`config.mk`:
```
export PLATFORM = sky130hd
export DESIGN_NAME = sonar_sweep_polar_plotter_unit_flat
export DESIGN_NICKNAME = d
export VERILOG_FILES = /design/src/rtl/ssp_pkg.sv /design/src/rtl/ssp_intf.sv /design/src/rtl/ssp_fifo.sv /design/src/rtl/ssp_front.sv /design/src/rtl/ssp_back.sv /design/src/rtl/sonar_sweep_polar_plotter_unit.sv /design/src/flat_wrapper.sv
export VERILOG_INCLUDE_DIRS = /design/src /design/src/rtl
export SDC_FILE = /design/constraint.sdc
export NUM_CORES = 2
export LEC_CHECK = 0
export BUFFER_PORTS_ARGS = -buffer_cell sky130_fd_sc_hd__clkbuf_2
export CAP_MARGIN = 20
export CORE_ASPECT_RATIO = 0.7
export CORE_MARGIN = 2
export CORE_UTILIZATION = 55
export DETAILED_ROUTE_END_ITERATION = 8
export GPL_TIMING_DRIVEN = 1
export HOLD_SLACK_MARGIN = 0.06
export PLACE_DENSITY = 0.68
export SYNTH_ARGS = -nofsm -noshare
export SYNTH_HDL_FRONTEND = slang
export SYNTH_SLANG_ARGS = --single-unit
```
`constraint.sdc`:
```
create_clock -name clk -period 8.1 [get_ports clk]
set_input_delay 0.405 -clock clk [delete_from_list [all_inputs] [get_ports clk]]
set_output_delay 0.405 -clock clk [all_outputs]
set_load 0.02 [all_outputs]
```
`src/rtl/assert_macros.svh`:
```
// Assertion macros shared by the sonar plotter RTL.
`ifndef ASSERT_MACROS_SVH
`define ASSERT_MACROS_SVH

// Same-cycle implication.
`define SSP_ASSERT_IMP(name, clk, rst, ante, cons, msg) \
  name: assert property (@(posedge clk) disable iff (rst) (ante) |-> (cons)) else $error(msg);

// Next-cycle implication.
`define SSP_ASSERT_NEXT(name, clk, rst, ante, cons, msg) \
  name: assert property (@(posedge clk) disable iff (rst) (ante) |=> (cons)) else $error(msg);

`endif

```
`src/rtl/ssp_pkg.sv`:
```
// Shared types, constants and the sine table of the sonar sweep plotter.
package ssp_pkg;

  localparam int SWEEP_STEPS_DEF = 400;
  localparam int ROW_BYTES_DEF   = 20;
  localparam int QUEUE_DEPTH     = 2;

  localparam int TICKS_W   = 24;
  localparam int SCAN_W    = 4;
  localparam int STEP_W    = 9;
  localparam int ADDR_W    = 12;
  localparam int MASK_W    = 8;
  localparam int SCAN_LIMIT_RST = 2;

  localparam int CIRCLE_STEPS  = 400;
  localparam int QUARTER_STEPS = 100;
  localparam int PHASE_W       = 9;
  localparam int QIDX_W        = $clog2(QUARTER_STEPS + 1);
  localparam int SIN_STEP_Q30  = 16865604;
  localparam int COS_STEP_Q30  = 1073609359;

  // range = ticks*69632/11875 through a rounded-up reciprocal; anything at or above 2^22
  // ticks, or any range that does not fit in 24 bits, saturates to all ones
  localparam longint unsigned RANGE_NUMER   = 64'd69632;
  localparam longint unsigned RANGE_DIVISOR = 64'd11875;
  localparam int              RANGE_SHIFT   = 36;
  localparam longint unsigned RANGE_RECIP   =
    ((RANGE_NUMER << RANGE_SHIFT) + RANGE_DIVISOR - 64'd1) / RANGE_DIVISOR;
  localparam int NEAR_W     = 22;
  localparam int RECIP_LO_W = 20;
  localparam int RECIP_HI_W = 19;
  localparam logic [RECIP_LO_W-1:0] RECIP_LO = RECIP_LO_W'(RANGE_RECIP);
  localparam logic [RECIP_HI_W-1:0] RECIP_HI = RECIP_HI_W'(RANGE_RECIP >> RECIP_LO_W);
  localparam int PROD_LO_W  = NEAR_W + RECIP_LO_W;
  localparam int PROD_HI_W  = NEAR_W + RECIP_HI_W;
  localparam int SCALE_W    = PROD_HI_W + RECIP_LO_W;
  localparam int RANGE_W    = 24;
  localparam int PROD_W     = 41;

  typedef logic [QUARTER_STEPS:0][14:0] qsin_t;

  typedef struct packed {
    logic [TICKS_W-1:0] echo_ticks;
    logic [STEP_W-1:0]  step_index;
    logic [PHASE_W-1:0] sin_idx;
    logic [PHASE_W-1:0] cos_idx;
    logic               sweep_done;
  } ssp_job_t;

  typedef enum logic [2:0] {
    BK_IDLE,
    BK_SCALE,
    BK_RANGE,
    BK_MUL,
    BK_PLOT,
    BK_OUT
  } bk_state_t;

  // Quarter-wave Q1.15 sine from a Q30 recurrence.
  function automatic qsin_t build_qsin();
    logic [63:0] s [0:QUARTER_STEPS];
    logic [63:0] t;
    logic [63:0] r;
    qsin_t       q;
    s[0] = 64'd0;
    s[1] = 64'(SIN_STEP_Q30);
    for (int k = 1; k < QUARTER_STEPS; k++) begin
      t = (64'd2 * 64'(COS_STEP_Q30) * s[k] + (64'd1 << 29)) >> 30;
      s[k+1] = (t < s[k-1]) ? 64'd0 : t - s[k-1];
    end
    for (int k = 0; k <= QUARTER_STEPS; k++) begin
      r = (s[k] * 64'd32767 + (64'd1 << 29)) >> 30;
      q[k] = (r > 64'd32767) ? 15'd32767 : r[14:0];
    end
    return q;
  endfunction

  localparam qsin_t QSIN = build_qsin();

  function automatic logic signed [15:0] sin_lookup(input logic [PHASE_W-1:0] idx);
    logic [PHASE_W-1:0] k;
    logic               neg;
    logic [14:0]        mag;
    if (idx <= PHASE_W'(QUARTER_STEPS)) begin
      k   = idx;
      neg = 1'b0;
    end else if (idx <= PHASE_W'(2 * QUARTER_STEPS)) begin
      k   = PHASE_W'(2 * QUARTER_STEPS) - idx;
      neg = 1'b0;
    end else if (idx <= PHASE_W'(3 * QUARTER_STEPS)) begin
      k   = idx - PHASE_W'(2 * QUARTER_STEPS);
      neg = 1'b1;
    end else begin
      k   = PHASE_W'(CIRCLE_STEPS) - idx;
      neg = 1'b1;
    end
    mag = QSIN[k[QIDX_W-1:0]];
    return neg ? -$signed({1'b0, mag}) : $signed({1'b0, mag});
  endfunction

endpackage

```
`src/rtl/ssp_intf.sv`:
```
// Channel interfaces: echo input, plot result and scan limit write.
interface ssp_echo_if;
  logic        valid;
  logic        ready;
  logic [23:0] echo_ticks;
  modport source (output valid, output echo_ticks, input ready);
  modport sink (input valid, input echo_ticks, output ready);
endinterface

interface ssp_result_if;
  logic        valid;
  logic        ready;
  logic        plot_valid;
  logic [11:0] pixel_address;
  logic [7:0]  pixel_mask;
  logic [8:0]  step_index;
  logic        sweep_done;
  modport source (output valid, output plot_valid, output pixel_address,
                  output pixel_mask, output step_index, output sweep_done,
                  input ready);
  modport sink (input valid, input plot_valid, input pixel_address,
                input pixel_mask, input step_index, input sweep_done,
                output ready);
endinterface

interface ssp_cfg_if;
  logic       valid;
  logic       ready;
  logic [3:0] scan_limit;
  modport source (output valid, output scan_limit, input ready);
  modport sink (input valid, input scan_limit, output ready);
endinterface

```
`src/rtl/ssp_fifo.sv`:
```
// Short item queue between the sweep front end and the plot back end.
module ssp_fifo
  import ssp_pkg::*;
#(
  parameter int DEPTH = QUEUE_DEPTH
) (
  input  logic     clk,
  input  logic     rst,
  input  logic     in_valid,
  output logic     in_ready,
  input  ssp_job_t in_data,
  output logic     out_valid,
  input  logic     out_ready,
  output ssp_job_t out_data
);

  localparam int PTR_W = (DEPTH > 1) ? $clog2(DEPTH) : 1;
  localparam int CNT_W = $clog2(DEPTH + 1);

  ssp_job_t         mem [0:DEPTH-1];
  logic [PTR_W-1:0] wr_ptr;
  logic [PTR_W-1:0] rd_ptr;
  logic [CNT_W-1:0] count;
  logic             push;
  logic             pop;

  assign in_ready  = (count != CNT_W'(DEPTH));
  assign out_valid = (count != '0);
  assign out_data  = mem[rd_ptr];
  assign push      = in_valid && in_ready;
  assign pop       = out_valid && out_ready;

  always_ff @(posedge clk) begin
    if (push) begin
      mem[wr_ptr] <= in_data;
    end
  end

  always_ff @(posedge clk) begin
    if (rst) begin
      wr_ptr <= '0;
      rd_ptr <= '0;
      count  <= '0;
    end else begin
      if (push) begin
        wr_ptr <= (wr_ptr == PTR_W'(DEPTH - 1)) ? '0 : wr_ptr + 1'b1;
      end
      if (pop) begin
        rd_ptr <= (rd_ptr == PTR_W'(DEPTH - 1)) ? '0 : rd_ptr + 1'b1;
      end
      if (push && !pop) begin
        count <= count + 1'b1;
      end else if (pop && !push) begin
        count <= count - 1'b1;
      end
    end
  end

endmodule

```
`src/rtl/ssp_front.sv`:
```
// Front end: accepts echoes, tracks sweep angle and scan count, queues jobs.
module ssp_front
  import ssp_pkg::*;
#(
  parameter int SWEEP_STEPS = SWEEP_STEPS_DEF
) (
  input  logic     clk,
  input  logic     rst,
  ssp_echo_if.sink echo,
  ssp_cfg_if.sink  cfg,
  output logic     push_valid,
  input  logic     push_ready,
  output ssp_job_t push_data
);

  localparam int ANGLE_W = $clog2(SWEEP_STEPS + 1);

  logic [ANGLE_W-1:0] angle;
  logic [ANGLE_W-1:0] angle_next;
  logic [PHASE_W-1:0] phase;
  logic [PHASE_W-1:0] phase_next;
  logic               reverse;
  logic               reverse_next;
  logic [SCAN_W-1:0]  scans;
  logic [SCAN_W-1:0]  scans_next;
  logic [SCAN_W-1:0]  scans_inc;
  logic [SCAN_W-1:0]  scan_limit;
  logic               done;
  logic [PHASE_W:0]   cos_sum;
  logic [PHASE_W-1:0] cos_idx;
  logic               accept;

  assign echo.ready = push_ready;
  assign cfg.ready  = 1'b1;
  assign accept     = echo.valid && push_ready;
  assign push_valid = echo.valid;

  always_comb begin
    done      = (scans >= scan_limit);
    scans_inc = (scans == '1) ? scans : scans + 1'b1;
    cos_sum   = (PHASE_W + 1)'(phase) + (PHASE_W + 1)'(QUARTER_STEPS);
    cos_idx   = (cos_sum >= (PHASE_W + 1)'(CIRCLE_STEPS))
              ? PHASE_W'(cos_sum - (PHASE_W + 1)'(CIRCLE_STEPS))
              : PHASE_W'(cos_sum);

    angle_next   = angle;
    phase_next   = phase;
    reverse_next = reverse;
    scans_next   = scans;
    if (!done) begin
      if (!reverse) begin
        angle_next = angle + 1'b1;
        phase_next = (phase == PHASE_W'(CIRCLE_STEPS - 1)) ? '0 : phase + 1'b1;
        if (angle_next >= ANGLE_W'(SWEEP_STEPS)) begin
          reverse_next = 1'b1;
          scans_next   = scans_inc;
        end
      end else begin
        if (angle != '0) begin
          angle_next = angle - 1'b1;
          phase_next = (phase == '0) ? PHASE_W'(CIRCLE_STEPS - 1) : phase - 1'b1;
        end
        if (angle_next == '0) begin
          reverse_next = 1'b0;
          scans_next   = scans_inc;
        end
      end
    end

    push_data.echo_ticks = echo.echo_ticks;
    push_data.step_index = STEP_W'(angle);
    push_data.sin_idx    = phase;
    push_data.cos_idx    = cos_idx;
    push_data.sweep_done = done;
  end

  always_ff @(posedge clk) begin
    if (rst) begin
      angle      <= '0;
      phase      <= '0;
      reverse    <= 1'b0;
      scans      <= '0;
      scan_limit <= SCAN_W'(SCAN_LIMIT_RST);
    end else begin
      if (accept) begin
        angle   <= angle_next;
        phase   <= phase_next;
        reverse <= reverse_next;
        scans   <= scans_next;
      end
      if (cfg.valid) begin
        scan_limit <= cfg.scan_limit;
      end
    end
  end

endmodule

```
`src/rtl/ssp_back.sv`:
```
// Back end: range scaling, polar to cartesian products, window test and pixel address.
module ssp_back
  import ssp_pkg::*;
#(
  parameter int ROW_BYTES = ROW_BYTES_DEF
) (
  input  logic         clk,
  input  logic         rst,
  input  logic         pop_valid,
  output logic         pop_ready,
  input  ssp_job_t     pop_data,
  ssp_result_if.source result
);

  localparam logic signed [PROD_W-1:0] X_HI  = PROD_W'(80) <<< 31;
  localparam logic signed [PROD_W-1:0] X_OFF = PROD_W'(79) <<< 31;
  localparam logic signed [PROD_W-1:0] Y_HI  = PROD_W'(63) <<< 31;
  localparam logic signed [PROD_W-1:0] Y_LO  = -(PROD_W'(64) <<< 31);

  bk_state_t state;
  bk_state_t state_next;

  ssp_job_t                   job;
  logic [NEAR_W-1:0]          near_ticks;
  logic                       far;
  logic [PROD_HI_W-1:0]       prod_hi;
  logic [PROD_LO_W-1:0]       prod_lo;
  logic [RANGE_W-1:0]         range_val;
  logic signed [15:0]         sin_val;
  logic signed [15:0]         cos_val;
  logic signed [PROD_W-1:0]   px;
  logic signed [PROD_W-1:0]   py;
  logic                       inwin;
  logic [7:0]                 tx;
  logic [6:0]                 ty;

  logic [SCALE_W-1:0]         scale_sum;
  logic [RANGE_W:0]           range_q;
  logic [RANGE_W-1:0]         range_sat;
  logic signed [PROD_W-1:0]   tx_sum;
  logic signed [PROD_W-1:0]   ty_sum;
  logic [15:0]                addr_full;
  logic                       load_out;

  logic                       out_valid;
  logic                       out_plot;
  logic [ADDR_W-1:0]          out_addr;
  logic [MASK_W-1:0]          out_mask;
  logic [STEP_W-1:0]          out_step;
  logic                       out_done;

  assign result.valid         = out_valid;
  assign result.plot_valid    = out_plot;
  assign result.pixel_address = out_addr;
  assign result.pixel_mask    = out_mask;
  assign result.step_index    = out_step;
  assign result.sweep_done    = out_done;

  always_comb begin
    scale_sum = {prod_hi, {RECIP_LO_W{1'b0}}} + SCALE_W'(prod_lo);
    range_q   = scale_sum[SCALE_W-1:RANGE_SHIFT];
    range_sat = (far || range_q[RANGE_W]) ? '1 : range_q[RANGE_W-1:0];
    tx_sum    = px + X_OFF;
    ty_sum    = Y_HI - py;
    addr_full = 16'(tx[7:3]) + 16'(ty) * 16'(ROW_BYTES);
  end

  always_comb begin
    state_next = state;
    pop_ready  = 1'b0;
    load_out   = 1'b0;
    unique case (state)
      BK_IDLE: begin
        pop_ready = 1'b1;
        if (pop_valid) begin
          state_next = pop_data.sweep_done ? BK_OUT : BK_SCALE;
        end
      end
      BK_SCALE: begin
        state_next = BK_RANGE;
      end
      BK_RANGE: begin
        state_next = BK_MUL;
      end
      BK_MUL: begin
        state_next = BK_PLOT;
      end
      BK_PLOT: begin
        state_next = BK_OUT;
      end
      BK_OUT: begin
        if (!out_valid || result.ready) begin
          load_out   = 1'b1;
          state_next = BK_IDLE;
        end
      end
    endcase
  end

  always_ff @(posedge clk) begin
    if (rst) begin
      state     <= BK_IDLE;
      out_valid <= 1'b0;
    end else begin
      state <= state_next;
      if (load_out) begin
        out_valid <= 1'b1;
      end else if (result.ready) begin
        out_valid <= 1'b0;
      end
    end
  end

  always_ff @(posedge clk) begin
    unique case (state)
      BK_IDLE: begin
        if (pop_valid) begin
          job        <= pop_data;
          near_ticks <= pop_data.echo_ticks[NEAR_W-1:0];
          far        <= (pop_data.echo_ticks[TICKS_W-1:NEAR_W] != '0);
          sin_val    <= sin_lookup(pop_data.sin_idx);
          cos_val    <= sin_lookup(pop_data.cos_idx);
          inwin      <= 1'b0;
        end
      end
      BK_SCALE: begin
        prod_hi <= near_ticks * RECIP_HI;
        prod_lo <= near_ticks * RECIP_LO;
      end
      BK_RANGE: begin
        range_val <= range_sat;
      end
      BK_MUL: begin
        px <= $signed({1'b0, range_val}) * cos_val;
        py <= $signed({1'b0, range_val}) * sin_val;
      end
      BK_PLOT: begin
        inwin <= (px >= 0) && (px <= X_HI) && (py >= Y_LO) && (py <= Y_HI);
        tx    <= tx_sum[38:31];
        ty    <= ty_sum[37:31];
      end
      BK_OUT: begin
      end
    endcase
    if (load_out) begin
      out_plot <= inwin && !job.sweep_done;
      out_addr <= (inwin && !job.sweep_done) ? addr_full[ADDR_W-1:0] : '0;
      out_mask <= (inwin && !job.sweep_done) ? (8'h80 >> tx[2:0]) : '0;
      out_step <= job.step_index;
      out_done <= job.sweep_done;
    end
  end

endmodule

```
`src/rtl/sonar_sweep_polar_plotter_unit.sv`:
```
// Top level of the sonar sweep polar plotter.
// Flow: an echo passes the queue, then the back end's scale, range, multiply, window and
//   output steps; an echo taken after the sweep is done goes straight to the output step,
//   and the result then waits for ready. The back end takes a new echo only after the
//   last one has left its output step; the queue decouples the front end.
// Reset: synchronous, angle, direction and scan count cleared, scan limit set to 2.
`include "assert_macros.svh"

module sonar_sweep_polar_plotter_unit
  import ssp_pkg::*;
#(
  parameter int SWEEP_STEPS = SWEEP_STEPS_DEF,
  parameter int ROW_BYTES   = ROW_BYTES_DEF
) (
  input  logic         clk,
  input  logic         rst,
  ssp_echo_if.sink     echo,
  ssp_cfg_if.sink      cfg,
  ssp_result_if.source result
);

  logic     q_push_valid;
  logic     q_push_ready;
  ssp_job_t q_push_data;
  logic     q_pop_valid;
  logic     q_pop_ready;
  ssp_job_t q_pop_data;

  ssp_front #(
    .SWEEP_STEPS(SWEEP_STEPS)
  ) u_front (
    .clk        (clk),
    .rst        (rst),
    .echo       (echo),
    .cfg        (cfg),
    .push_valid (q_push_valid),
    .push_ready (q_push_ready),
    .push_data  (q_push_data)
  );

  ssp_fifo #(
    .DEPTH(QUEUE_DEPTH)
  ) u_fifo (
    .clk       (clk),
    .rst       (rst),
    .in_valid  (q_push_valid),
    .in_ready  (q_push_ready),
    .in_data   (q_push_data),
    .out_valid (q_pop_valid),
    .out_ready (q_pop_ready),
    .out_data  (q_pop_data)
  );

  ssp_back #(
    .ROW_BYTES(ROW_BYTES)
  ) u_back (
    .clk       (clk),
    .rst       (rst),
    .pop_valid (q_pop_valid),
    .pop_ready (q_pop_ready),
    .pop_data  (q_pop_data),
    .result    (result)
  );

  `SSP_ASSERT_IMP(a_done_no_plot, clk, rst, result.valid && result.sweep_done, !result.plot_valid && result.pixel_address == '0 && result.pixel_mask == '0, "sweep done item carries a plot")
  `SSP_ASSERT_IMP(a_mask_shape, clk, rst, result.valid, result.plot_valid ? $onehot(result.pixel_mask) : (result.pixel_mask == '0), "pixel mask does not match plot flag")
  `SSP_ASSERT_NEXT(a_single_pop, clk, rst, q_pop_valid && q_pop_ready, !q_pop_ready, "back end took a second item while busy")

endmodule
```
`src/flat_wrapper.sv`:
```
// flat-port wrapper written by rule: the top's interface ports become plain ports
module sonar_sweep_polar_plotter_unit_flat import ssp_pkg::*;
#(
  parameter int SWEEP_STEPS = SWEEP_STEPS_DEF,
  parameter int ROW_BYTES   = ROW_BYTES_DEF
)
  (clk, rst, echo_valid, echo_echo_ticks, echo_ready, cfg_valid, cfg_scan_limit, cfg_ready, result_valid, result_plot_valid, result_pixel_address, result_pixel_mask, result_step_index, result_sweep_done, result_ready);
  ssp_echo_if echo_i ();
  ssp_cfg_if cfg_i ();
  ssp_result_if result_i ();
  input  logic clk;
  input  logic rst;
  input wire logic [$bits(echo_i.valid)-1:0] echo_valid;
  input wire logic [$bits(echo_i.echo_ticks)-1:0] echo_echo_ticks;
  output wire logic [$bits(echo_i.ready)-1:0] echo_ready;
  input wire logic [$bits(cfg_i.valid)-1:0] cfg_valid;
  input wire logic [$bits(cfg_i.scan_limit)-1:0] cfg_scan_limit;
  output wire logic [$bits(cfg_i.ready)-1:0] cfg_ready;
  output wire logic [$bits(result_i.valid)-1:0] result_valid;
  output wire logic [$bits(result_i.plot_valid)-1:0] result_plot_valid;
  output wire logic [$bits(result_i.pixel_address)-1:0] result_pixel_address;
  output wire logic [$bits(result_i.pixel_mask)-1:0] result_pixel_mask;
  output wire logic [$bits(result_i.step_index)-1:0] result_step_index;
  output wire logic [$bits(result_i.sweep_done)-1:0] result_sweep_done;
  input wire logic [$bits(result_i.ready)-1:0] result_ready;
  assign echo_i.valid = echo_valid;
  assign echo_i.echo_ticks = echo_echo_ticks;
  assign echo_ready = echo_i.ready;
  assign cfg_i.valid = cfg_valid;
  assign cfg_i.scan_limit = cfg_scan_limit;
  assign cfg_ready = cfg_i.ready;
  assign result_valid = result_i.valid;
  assign result_plot_valid = result_i.plot_valid;
  assign result_pixel_address = result_i.pixel_address;
  assign result_pixel_mask = result_i.pixel_mask;
  assign result_step_index = result_i.step_index;
  assign result_sweep_done = result_i.sweep_done;
  assign result_i.ready = result_ready;
  sonar_sweep_polar_plotter_unit #(.SWEEP_STEPS(SWEEP_STEPS), .ROW_BYTES(ROW_BYTES)) u_core (.clk(clk), .rst(rst), .echo(echo_i), .cfg(cfg_i), .result(result_i));
endmodule
```
# Yosys cells after proc, flatten, opt, wreduce, memory -nomap -nowiden
# Memories as Yosys holds them, arrays and structs flattened. A register that Yosys moved wholly into a read port is not among the register bits.
# Cells that the tools add are included.
# word_totals
ramBits,104
n_memories,3
romBits,3840
inputBits,33
output_inout_bits,34
latch_bits,0
regBits,334
# memory_table
name,words,word_bits,read_ports,rd_clocked_by_memory_dff,write_ports,line_no,source
(no name shown),128,15,1,0,0,ssp_pkg.sv:97,mag = QSIN[k[QIDX_W-1:0]];
(no name shown),128,15,1,0,0,ssp_pkg.sv:97,
u_core.u_fifo.mem,2,52,1,1,1,ssp_fifo.sv:20,ssp_job_t mem [0:DEPTH-1];
# op_classes
addsub,23
n_mul,5
order_cmp,15
n_eq_ne,12
div,0
shifts,1
n_mux,57
bitwise,1
n_reduce_logical,30
# op_table
op,n
25-bit by 16-bit multiplier with 41-bit output,2
9-bit 2-to-1 mux,9
7-bit 2-to-1 mux,10
61-bit by 42-bit adder with 61-bit output,1
15-bit 2-to-1 mux,4
"41-bit by 1-bit >= comparator with 1-bit output, second input constant",1
"41-bit by 38-bit >= comparator with 1-bit output, second input constant",1
"41-bit by 38-bit less-or-equal comparator with 1-bit output, second input constant",1
"41-bit by 39-bit less-or-equal comparator with 1-bit output, second input constant",1
"22-bit by 19-bit multiplier with 41-bit output, second input constant",1
"22-bit by 18-bit multiplier with 40-bit output, second input constant",1
"39-bit adder, second input constant",1
"38-bit subtractor, first input constant",1
15-bit negator with 16-bit output,2
1-bit 2-to-1 mux,23
"9-bit by 1-bit adder with 9-bit output, second input constant",2
"9-bit by 7-bit less-or-equal comparator with 1-bit output, second input constant",2
"9-bit by 8-bit less-or-equal comparator with 1-bit output, second input constant",2
"9-bit less-or-equal comparator, second input constant",2
9-bit zero test,2
3-bit one-hot mux with 6 select lines,1
"9-bit by 1-bit subtractor with 9-bit output, second input constant",2
"7-bit by 8-bit less-than comparator with 1-bit output, second input constant",2
4-bit 2-to-1 mux,4
other kinds (35),66

# Longest topological paths before layout
# logic_depth
ltp_word,10
ltp_mapped,28
depth_no_buf,26

# Modules after synthesis
# A second synthesis with hierarchy kept.
# unflattened
cells_unflattened,6403
hier_area_um2,62103.3
# modules_own_cells
module,cells_each,area_per_inst_um2,instances,seq_area_each_um2
ssp_back,5855,55509.5,1,8458.1
ssp_fifo,186,3971.3,1,3223.1
ssp_front,362,2622.5,1,540.5

# Worst setup path after synthesis
# OpenSTA, ideal clock, no wires.
# synth_path
path_kind,register to register
from,reg (tool-made name)
to,"reg u_core.u_back.cos_val[14], data pin"
path_stages_with_launch,29
period_less_slack_ns,6.964
setup_time_ns,0.274
t_required_ns,7.826
path_slack_ns,1.136
arrival_ns,6.690
path_cell_list,dfxtp_1 buf_6 buf_2 buf_4 buf_2 buf_1 mux2i_1 clkbuf_1 ha_1 inv_1 a21oi_1 a22oi_1 o211ai_1 mux2i_1 clkbuf_1 inv_1 clkbuf_1 ha_1 clkbuf_1 inv_1 nor4_1 nor3_1 nor4b_1 a211oi_1 a32o_1 or3b_1 clkbuf_1 o41ai_1 xor2_1
# synth_lines
item,line_no,source
end signal: assignment,ssp_back.sv:122,cos_val <= sin_lookup(pop_data.cos_idx);
end: declaration,ssp_back.sv:30,logic signed [15:0] cos_val;

# Final worst setup path
# layout_path
from,reg u_core.u_back.range_val[10]
to,"reg u_core.u_back.px[36], data pin"
# layout_via
elab_chain_cells,1
# layout_lines
item,line_no,source
start: declaration,ssp_back.sv:28,logic [RANGE_W-1:0] range_val;
start signal: assignment,ssp_back.sv:131,range_val <= range_sat;
25-bit by 16-bit multiplier with 41-bit output,ssp_back.sv:134,"px <= $signed({1'b0, range_val}) * cos_val;"
end signal: assignment,ssp_back.sv:134,
end: declaration,ssp_back.sv:31,logic signed [PROD_W-1:0] px;
# Every way passes these cells.
# A chain may end at the register's enable or synchronous reset.

==> impl_metrics.json <==
{
  "status": "complete, no violations",
  "postSynthCellCount": 6384,
  "coreArea_sq_um": 110900,
  "path_max_fanout": 16,
  "yosysUniqueCellTypes": 103,
  "reg2reg_to": "u_core.u_back.px[36]",
  "skew_ns": 0.07857,
  "seq_area_frac_synth": 0.1964,
  "area_growth_pct": 6.796,
  "die-height_um": 284.1,
  "grt_pass1_vias": 46102,
  "placed_cell_area_sq_um": 63860,
  "fin_area_sq_um": 65810,
  "syn_avg_cell_area_sq_um": 9.653,
  "synth_edf_count": 379,
  "timing.final.crit_share": 0.9457,
  "hp-start": "cfg_valid",
  "place_congestion": 0.9590,
  "io_pins": 67,
  "rows": 102,
  "synthArstFlopShare": 0,
  "io_buffers": 65,
  "hold_end": "u_core.u_front.scan_limit[2]",
  "clockBufferDepth": 3,
  "rsz0062_at_grt": "false",
  "fmax_mhz": 130.5,
  "die_x_um": 404.1,
  "synth_top_area_share": 0.2940,
  "die_area_sq_um": 114800,
  "required_ns": 8.59,
  "hpwl_mm": 130.3,
  "grt-ovfl-total": 0,
  "start_util": 0.5557,
  "drv_cap": 0,
  "final.setup.tns_ns": 0,
  "cts_tree": "yes",
  "drt_wl_total_mm": 161.4,
  "root_buffer": "clkbuf_16",
  "max_slew_margin": 0.2625,
  "clock_latency_ns": 0.69,
  "first_pass_iters": 5,
  "vias": 44805,
  "synth_top_area_cell": "fa_1",
  "crit_path_start": "u_core.u_back.range_val[10]",
  "hold_violations": 0,
  "clkSinkCount": 415,
  "cp-end-kind": "flop",
  "crit_path_max_incr_delay_ns": 0.92,
  "drive_gt1_frac": 0.06156,
  "synth-seq-cells": 415,
  "synth_flop_cell": "edfxtp_1",
  "reg2regPathDepth": 23,
  "track_usage": 0.2877,
  "clkTransAtPathRegs_ns": 0.07,
  "nets": 8068,
  "drt_iter0_drc": 4027,
  "cts_setup_buffers": 0,
  "hold_class": "in2reg",
  "placed_cells": 7800,
  "grt_max_degree": 67,
  "ys_top_cells_by_area": "fa_1 (29%), edfxtp_1 (18%), ha_1 (14%)",
  "cts_buffers": 46,
  "stdcell_count": 7925,
  "finalSetupViolations": 0,
  "yosys_warnings": 0,
  "fin_crit_ns": 7.660,
  "timing.critical_path.mode_cell": "fa_1",
  "syn_nets": 8023,
  "netlist_area_sq_um": 61620,
  "start_kind": "flop",
  "slew_viol_final": 0,
  "critPathKind": "reg2reg",
  "viasPerCell": 5.654,
  "cts_max_level": 2,
  "r2r-start": "u_core.u_back.range_val[10]",
  "min_path_cells": 3,
  "antenna_found_initial": 5,
  "drc": 0,
  "r2r_slack_ns": 0.44,
  "wl_per_cell_um": 20.37,
  "critPathSlowestCell": "edfxtp_1",
  "grt_pass1_wl_mm": 260.5,
  "worst_pin_slew_ns": 1.106,
  "cp.arrival_ns": 8.15,
  "crit_chain": "nand2_1 -> fa_1 -> fa_1 -> fa_1 -> inv_1 -> fa_1 -> fa_1 -> inv_1 -> fa_1 -> inv_1 -> ha_1 -> a21o_1 -> a21o_1 -> a21o_1 -> a21oi_1 -> o21bai_1 -> a41oi_1 -> o21ai_0 -> o221a_2 -> o211ai_1 -> a21oi_1 -> or4b_2 -> nand3_1",
  "whs_ns": 0.1137,
  "ant_nets": 0
}
[Yosys cell counts (all sizes together) (32+ instances only)]
| master | instances |
|---|---|
| xnor2 | 137 |
| a21oi | 198 |
| fa | 905 |
| edfxtp | 379 |
| nand3 | 71 |
| o211ai | 38 |
| nor2 | 238 |
| a21o | 78 |
| mux2 | 44 |
| xor2 | 68 |
| clkbuf | 199 |
| and2 | 352 |
| nand2b | 45 |
| a31oi | 43 |
| buf | 56 |
| nor3 | 85 |
| dfxtp | 36 |
| inv | 1371 |
| mux2i | 32 |
| nand2 | 603 |
| ha | 701 |
| a211oi | 53 |
| o21ai | 155 |
[critical path, delay by kind of cell, from the launching register on]
kind	cells	cell delay [ns]
AOI/OAI and AO/OA	10	2.20
adders and majority gates	7	3.34
buffers and inverters	3	0.15
DFF	1	0.92
and+or+nand+nor	3	0.87
[placed cells by master, fill, tap and decap left out, drive strengths merged, types with 30 or more instances in the layout]
cell | synthesis | routed
a211oi | 53 | 53
a21o | 78 | 78
a21oi | 198 | 198
a31oi | 43 | 43
and2 | 352 | 352
buf | 56 | 153
clkbuf | 199 | 120
dfxtp | 36 | 36
dlygate4sd3 | 0 | 33
edfxtp | 379 | 379
fa | 905 | 905
ha | 701 | 701
inv | 1371 | 1375
mux2 | 44 | 44
mux2i | 32 | 32
nand2 | 603 | 603
nand2b | 45 | 45
nand3 | 71 | 71
nor2 | 238 | 238
nor2b | 30 | 30
nor3 | 85 | 85
nor4 | 31 | 31
o211ai | 38 | 38
o21ai | 155 | 155
xnor2 | 137 | 137
xor2 | 68 | 68
[repair_timing]
| action | CTS | global route |
|---|---|---|
| endpoints found under the setup margin | 0 | 1 |
| hold buffers | 33 | 0 |
| hold endpoints to repair | 53 | 0 |
| resized for setup | 0 | 1 |
[cell families after synthesis]
group	count (synthesis)	synth area share
simple gates	1605	0.1283
compound gates	847	0.09368
other cells	1	0.00006085
buf+inv	1627	0.1014
fa+ha+maj	1606	0.4363
mux	78	0.01409
flops	415	0.1964
xor+xnor	205	0.02974
[registers in the layout, indices dropped and copies added, names as in the netlist, 22 cells and up, named ones only]
register,flops
u_core.u_back.prod_hi,38
u_core.u_fifo.mem,100
u_core.u_back.range_val,24
u_core.u_back.near_ticks,22
u_core.u_back.py,41
u_core.u_back.px,41
u_core.u_back.prod_lo,23
[per-stage QoR]
step | setup WS [ns] | util
finish | 0.4398 | 0.5934
global route | 0.03746 | 0.5934
CTS | 0.3723 | 0.5929
detailed placement | 0.3571 | 0.5758
global placement | 0.5912 | 0.5757
floorplan | 1.136 | -
[layout make-up]
| cell class | instances | area [sq um] |
|---|---|---|
| diodes | 4 | 10.01 |
| flip-flops and latches | 415 | 12110 |
| well taps | 1456 | 1822 |
| clock buffers | 54 | 1201 |
| repair buffers | 252 | 1836 |
| inverters | 1372 | 5150 |
| multi-input cells | 4342 | 43320 |
| fillers | 9519 | 45090 |
| clock inverters | 30 | 365.4 |
[routing by layer]
layer / vias up / GRT usage / routed length [um]
met1: 22119 / 0.4411 / 76050
li1: 20692 / - / -
met2: 1745 / 0.4211 / 67810
met4: 4 / 0.06521 / 3894
met5: - / 0 / 27
met3: 245 / 0.05480 / 13610
[worst max path at each step]
stage	endpoint	slack (ns)	cells past startpoint
2_1_floorplan	u_core.u_back.cos_val[14]	1.14	28
3_3_place_gp	u_core.u_back.py[40]	0.59	24
3_5_place_dp	u_core.u_back.py[40]	0.36	25
4_1_cts	u_core.u_back.py[40]	0.37	25
5_1_grt	u_core.u_back.py[40]	0.04	25
6_report	u_core.u_back.px[36]	0.44	23
Power is left out: the tool's default activity adds up to more than one toggle a clock period on the data nets, which glitch-free logic cannot reach.
